### src/hdl/dtrq_pkg.sv
// Package for the dependency tracking request queue.
// Holds operation codes, error codes, field widths and the cell command type. No dependencies.
package dtrq_pkg;

  localparam logic [2:0] KIND_FIND   = 3'd0;
  localparam logic [2:0] KIND_ENQ    = 3'd1;
  localparam logic [2:0] KIND_WAKE   = 3'd2;
  localparam logic [2:0] KIND_POP    = 3'd3;
  localparam logic [2:0] KIND_COUNT  = 3'd4;

  localparam logic [1:0] ERR_OK      = 2'd0;
  localparam logic [1:0] ERR_FULL    = 2'd1;
  localparam logic [1:0] ERR_EMPTY   = 2'd2;
  localparam logic [1:0] ERR_WAITING = 2'd3;

  localparam int LEN_BITS  = 9;
  localparam int ROW_BITS  = 16;
  localparam int TIME_BITS = 48;

  // Command broadcast from the control into every cell.
  typedef struct packed {
    logic wake;    // wakeup by id
    logic shift;   // pop: every cell takes its neighbor's entry
    logic load;    // enqueue at the tail position
  } cell_cmd_t;

endpackage

### src/hdl/dtrq_cell.sv
// One queue slot: entry storage plus per-entry comparators.
// Depends on dtrq_pkg. Entries shift toward slot 0 (the front) on pop.
module dtrq_cell #(
  parameter int ID_BITS   = 8,
  parameter int ADDR_BITS = 32
) (
  input  logic                          clk,
  input  dtrq_pkg::cell_cmd_t           cmd,
  input  logic                          is_tail,     // load target on enqueue
  // new entry
  input  logic [ID_BITS-1:0]            new_id,
  input  logic [ADDR_BITS-1:0]          new_addr,
  input  logic [dtrq_pkg::LEN_BITS-1:0] new_len,
  input  logic [dtrq_pkg::ROW_BITS-1:0] new_row,
  input  logic                          new_write,
  input  logic                          new_waiting,
  input  logic [ID_BITS-1:0]            new_wait_id,
  input  logic [dtrq_pkg::TIME_BITS-1:0] new_time,
  // neighbor entry (slot above)
  input  logic [ID_BITS-1:0]            nb_id,
  input  logic [ADDR_BITS-1:0]          nb_addr,
  input  logic [dtrq_pkg::LEN_BITS-1:0] nb_len,
  input  logic [dtrq_pkg::ROW_BITS-1:0] nb_row,
  input  logic                          nb_write,
  input  logic                          nb_waiting,
  input  logic [ID_BITS-1:0]            nb_wait_id,
  input  logic [dtrq_pkg::TIME_BITS-1:0] nb_time,
  // query
  input  logic [ADDR_BITS-1:0]          q_addr,
  input  logic [dtrq_pkg::LEN_BITS-1:0] q_len,
  input  logic [ID_BITS-1:0]            q_wake_id,
  input  logic [dtrq_pkg::ROW_BITS-1:0] q_row,
  input  logic                          q_write,
  // stored entry
  output logic [ID_BITS-1:0]            id,
  output logic [ADDR_BITS-1:0]          addr,
  output logic [dtrq_pkg::LEN_BITS-1:0] len,
  output logic [dtrq_pkg::ROW_BITS-1:0] row,
  output logic                          write,
  output logic                          waiting,
  output logic [ID_BITS-1:0]            wait_id,
  output logic [dtrq_pkg::TIME_BITS-1:0] time_stamp,
  // comparator results
  output logic                          overlap,
  output logic                          row_hit
);

  logic [ADDR_BITS:0] q_end, e_end;
  logic               wake_hit;

  assign q_end    = {1'b0, q_addr} + (ADDR_BITS+1)'(q_len);
  assign e_end    = {1'b0, addr} + (ADDR_BITS+1)'(len);
  assign overlap  = (q_len != '0) && (len != '0) &&
                    ({1'b0, q_addr} < e_end) && ({1'b0, addr} < q_end);
  assign row_hit  = (row == q_row) && (write == q_write);
  assign wake_hit = waiting && (wait_id == q_wake_id);

  always_ff @(posedge clk) begin
    if (cmd.load && is_tail) begin
      id <= new_id; addr <= new_addr; len <= new_len; row <= new_row;
      write <= new_write; waiting <= new_waiting; wait_id <= new_wait_id;
      time_stamp <= new_time;
    end else if (cmd.shift) begin
      id <= nb_id; addr <= nb_addr; len <= nb_len; row <= nb_row;
      write <= nb_write; waiting <= nb_waiting; wait_id <= nb_wait_id;
      time_stamp <= nb_time;
    end else if (cmd.wake && wake_hit) begin
      waiting <= 1'b0;
      wait_id <= '0;
    end
  end

endmodule

### config.mk
export PLATFORM = sky130hd
export DESIGN_NAME = dtrq_cell
export DESIGN_NICKNAME = d
export VERILOG_FILES = /design/src/hdl/dtrq_pkg.sv /design/src/hdl/dtrq_cell.sv
export SDC_FILE = /design/constraint.sdc
export NUM_CORES = 1
export LEC_CHECK = 0
export BUFFER_PORTS_ARGS = -buffer_cell sky130_fd_sc_hd__buf_2
export CAP_MARGIN = 20
export CORE_MARGIN = 5
export CORE_UTILIZATION = 27
export CTS_CLUSTER_DIAMETER = 30
export DETAILED_ROUTE_END_ITERATION = 16
export MAX_ROUTING_LAYER = met4
export PLACE_DENSITY_LB_ADDON = 0.3
export SLEW_MARGIN = 30
export SYNTH_ARGS = -nofsm -noshare
export SYNTH_HDL_FRONTEND = slang
export SYNTH_SLANG_ARGS = --single-unit
### constraint.sdc
create_clock -name clk -period 4.3 [get_ports clk]
set_input_delay 0.43 -clock clk [delete_from_list [all_inputs] [get_ports clk]]
set_output_delay 0.43 -clock clk [all_outputs]
set_load 0.02 [all_outputs]
Yosys cells after proc, flatten, opt, wreduce, memory -nomap -nowiden --
Cells that the tools add are included.
Storage, ports and cells: flip-flop bits (word level) 123, input port bits 317, output and inout port bits 125, word-level logic and storage cells 44
Operators by class: add/sub/neg operators 2, order comparisons 2, eq/ne operators 3, muxes and demuxes 18, reduce and logical (&&, ||, !) cells 11
Operator list (number):
- $mux W48 | 2
- $add A32 B9 Y33 | 2
- $lt A32 B33 Y1 | 2
- $mux W32 | 2
- $mux W8 | 5
- $mux W16 | 2
- $mux W9 | 2
- $reduce_bool A9 Y1 | 2
- $eq A16 B16 Y1 | 1
- $eq A8 B8 Y1 | 1
- $logic_and A1 B1 Y1 | 7
- $mux W1 | 5
- $reduce_bool A3 Y1 | 1
- $reduce_bool A2 Y1 | 1
- $eq A1 B1 Y1 | 1

Logic depth before layout (Yosys ltp) --
depth in word-level cells 6, depth in mapped cells 16, depth with buffers taken out 16

Least setup slack after synthesis --
Ideal clock, no wire load.
path kind input to register, start input cmd[1] (netlist name), end register wait_id[0], enable pin, setup time 0.340 ns, data arrival time 3.945 ns, required time 3.960 ns, slack 0.015 ns, stages on the path 3, buffers on the path 1, cell sequence clkbuf_1 > nand2b_1 > a41o_1
Between the ends: word-level cells in the longest chain between the ends 1
RTL lines:
- start, declared | RTL line dtrq_cell.sv:8 | input dtrq_pkg::cell_cmd_t cmd,
- $reduce_bool A3 Y1 (no source line)
- end signal, assigned | RTL line dtrq_cell.sv:61 | write <= new_write; waiting <= new_waiting; wait_id <= new_wait_id;
- end signal, assigned | RTL line dtrq_cell.sv:65 | write <= nb_write; waiting <= nb_waiting; wait_id <= nb_wait_id;
- end, declared | RTL line dtrq_cell.sv:41 | output logic [ID_BITS-1:0] wait_id,
Every way passes these cells. A chain may end at the register's enable or synchronous reset.

Final worst setup path --
start register len[0] (netlist name), end output overlap
Between the ends: word-level cells in the longest chain between the ends 4
RTL lines:
- start, declared | RTL line dtrq_cell.sv:37 | output logic [dtrq_pkg::LEN_BITS-1:0] len,
- start signal, assigned | RTL line dtrq_cell.sv:60 | id <= new_id; addr <= new_addr; len <= new_len; row <= new_row;
- start signal, assigned | RTL line dtrq_cell.sv:64 | id <= nb_id; addr <= nb_addr; len <= nb_len; row <= nb_row;
- $add A32 B9 Y33 or $reduce_bool A9 Y1 (tied branches) | RTL line dtrq_cell.sv:52, dtrq_cell.sv:53
- $lt A32 B33 Y1 or $logic_and A1 B1 Y1 (tied branches) | RTL line dtrq_cell.sv:54, dtrq_cell.sv:53
- $logic_and A1 B1 Y1 * | RTL line dtrq_cell.sv:53 | assign overlap = (q_len != '0) && (len != '0) &&
- $logic_and A1 B1 Y1 * | RTL line dtrq_cell.sv:54 | ({1'b0, q_addr} < e_end) && ({1'b0, addr} < q_end);
- end, declared | RTL line dtrq_cell.sv:44 | output logic overlap,
Every way passes the cells marked *; elsewhere a longest branch is shown, timed or not.

==> impl_results.md <==
- CP cell instances: ha_2, fa_2, a21oi_2, o21ai_2, a211o_1, a21oi_2, buf_4, nand4bb_1, xor2_1, ha_1, nand4_1, nor2_1, a221o_1, a211oi_2, o211ai_1, a221oi_4, buf_6
- Routed length per instance: around 17 um
- Clock Sinks: 123
- Unrepaired setup endpoints after global routing: true
- First-pass GRT wire length: between 40000 and 50000 um
- Port Buf Inserts: 441
- Post-synth top cells: nand2_1 (404), edfxtp_1 (123), ha_1 (80)
- Post-DP HPWL: roughly 27000 um
- Layout area overhead: 41.8%
- Violated checks: negative setup slack
- Sequential share of the synthesized area: a little over two fifths
- Die height: between 150 and 200 um
- Synth area leader: edfxtp_1
- Final Hold Viols: 0
- Worst min-delay path class: input pin to register
- Minimum clock period: between 4 and 5 ns
- Total Routing Usage GR: 17.9%
- Status: finished with violations
- Post-synth EDFFs: about 120
- Slowest cell on crit path: edfxtp_1
- CP Launch Type: register
- CP max FO: 4
- Core area: between 0.03 and 0.04 mm2
- CTS clk-pin slew, worst paths: 0.06 ns
- Total negative slack: -0.212 ns
- Rel. slew slack: a little under half
- Top-count cell post-synth: nand2_1
- Placed cell count: approximately 1800
- Multi-input combinational cell area: around 0.0048 mm2
- Initial antenna violation count: 4
- ANT nets after route: 0
- Fmax achieved: between 200 and 250 MHz
- Clock Path Buffers: 2
- Final std cells w/o fill: around 1900
- FF-to-FF End: wait_id[4]
- Ratio of cells with drive above 1 in the final layout: ~37%
- Synth Warn #: 0
- Critical path class: register to output port
- Req. time, crit path: 3.87 ns
- Hold WS: roughly 0.28 ns
- # Max-Cap Violations: 0
- Cts bufs inserted: 17
- Cells after synthesis: approximately 970
- Pwr per Cell Area: between 300 and 400 mW/mm2
- Die Area: around 0.035 mm2
- Grt ovf: 0
- WL met3: 1770 um
- Worst slew pin tran: roughly 0.8 ns
- Top cells by area, synth: edfxtp_1 (43%), nand2_1 (18%), ha_1 (12%)
- Peak VDD IR: about 250 uV
- CP endpoint: overlap
- CP startpoint: len[0]
- Max Slew Vio Count: 0
- TritonCTS clock tree: yes
- Syn avg cell area: approximately 8.9 um2
- Fin worst setup slack: -0.212 ns
- Clock Skew: 0.00249 ns
- Main flop type after synthesis: edfxtp_1
- Synthesized area: between 0.008 and 0.009 mm2
- Vias per inst: around 4.6
- Final period util: 105%
- Die Width: 188 um
- Hold path depth: 3
- Reg2reg start: wait_id[1]
- Uppermost routed layer: met4
- FILL cells: between 3000 and 4000
- Post-layout net count: around 1800
- Final setup viols: 1
- Htree depth: 4
- Most frequent CP cell: a21oi_2
- Initial Utilization: a little over a quarter
- Row cnt: between 60 and 70
- Yosys top cell area share: about 43%
- Synthesized flop and latch total: ~120
- DRT iter0 DRCs: 455
- I/O pin total: around 440
- CP max stage delay: about 0.40 ns
- Post-Syn Nets: about 1400
- Worst Path Arrival: just over 4 ns
- Routed Wire Length: approximately 32000 um
- Asr flop ratio synth: 0%
- DRT Pass-1 Iters: 5
- Vias post-DR: around 8500
- Routability Congestion: ~0.9
- Reg2Reg Depth: 4
- Number of remaining DRC errors: 0
- Largest net degree at the start of global routing: 78
- Met1 Wirelength: roughly 13000 um
- Worst-Skew Late Latency: about 0.40 ns
- Vias in the first global route: roughly 8600
- Post-synth cell types: 57
- Root buf cell: clkbuf_16
- Routed wire length on met2: between 15000 and 20000 um
- Register area: 0.00369 mm2
- Flop-to-flop setup slack: around 2.3 ns
- Worst setup slack after placement: -0.246 ns
- LEAKAGE: 5.92 nW
- Setup crit end kind: output port
[sequential cells by signal (all words and copies together) (netlist names)]
name / cells
len: 9
row: 16
write: 1
waiting: 1
id: 8
time_stamp: 48
wait_id: 8
addr: 32
[report_power, final]
part	internal, W	total [W]	switching, W
clock	0.000865	0.00143	0.000561
combinational	0.000558	0.00132	0.000758
sequential	0.00149	0.00160	0.000111
[worst min-delay path by stage]
stage                            from       to  slack, ns
after floorplan           new_addr[0]  addr[0]       0.60
after global placement    new_row[14]  row[14]       0.69
after detailed placement   new_row[2]   row[2]       0.69
after CTS                  new_row[2]   row[2]       0.25
after global routing      new_row[12]  row[12]       0.27
final                      new_row[2]   row[2]       0.28
[metal layers]
metal / GRT usage, % / vias to the layer above
li1: - / 4299
met1: 20.9 / 3881
met2: 31.1 / 306
met3: 2.92 / 41
met4: 6.41 / 0
met5: - / -
[critical path: cells and delay by family (launching register included)]
family	cells	cell delay, ns
AOI/OAI and AO/OA	8	1.68
and+or+nand+nor	3	0.30
xor gates and xnor gates	1	0.15
buffers and inverters	2	0.31
DFF	1	0.40
adders and majority gates	3	0.83
[metrics by stage]
stage               utilization, %  instance area (um2)  power, W
CTS                           38.4                12100   0.00438
detailed placement            36.4                11400   0.00291
finish                        38.7                12100   0.00434
global placement              36.4                11400   0.00290
global route                  38.7                12100   0.00461
floorplan                        -                 8560   0.00235
[cells in the final DEF, fill, tap and decap left out, drive strengths merged, types with 9 or more instances in the layout]
cell,instances
o21ai,13
inv,19
xor2,40
nor2,25
and3,9
ha,80
xnor2,43
buf,480
nand3,27
a21o,10
nor4,12
nand4,21
clkbuf,17
nand2,404
nor3,14
a21oi,38
edfxtp,123
[kinds of logic (layout without fill, tap and decap cells)]
family | count (synthesis) | in the layout | synth area share (%)
compound gates | 99 | 99 | 7.64
xor+xnor | 83 | 83 | 8.49
fa+ha+maj | 82 | 82 | 12.2
buf+inv | 42 | 524 | 1.93
flops | 123 | 123 | 43.1
other cells | 0 | 4 | 0
simple gates | 536 | 536 | 26.6
[layout make-up]
| class | instances | share of cell area (%) |
|---|---|---|
| well taps | 402 | 4.14 |
| clock inverters | 15 | 1.34 |
| clock buffers | 17 | 3.50 |
| multi-input cells | 800 | 39.4 |
| inverters | 12 | 0.371 |
| flip-flops and latches | 123 | 30.4 |
| repair buffers | 480 | 20.7 |
| diodes | 4 | 0.0825 |
[repair_timing]
| item | CTS | global route |
|---|---|---|
| pin swaps | 3 | 11 |
| resized for setup | 8 | 10 |
| endpoints found under the setup margin | 1 | 1 |
| hold buffers | 0 | 0 |
| setup buffers | 2 | 3 |
No activity file was read; power rests on OpenSTA's default activity.
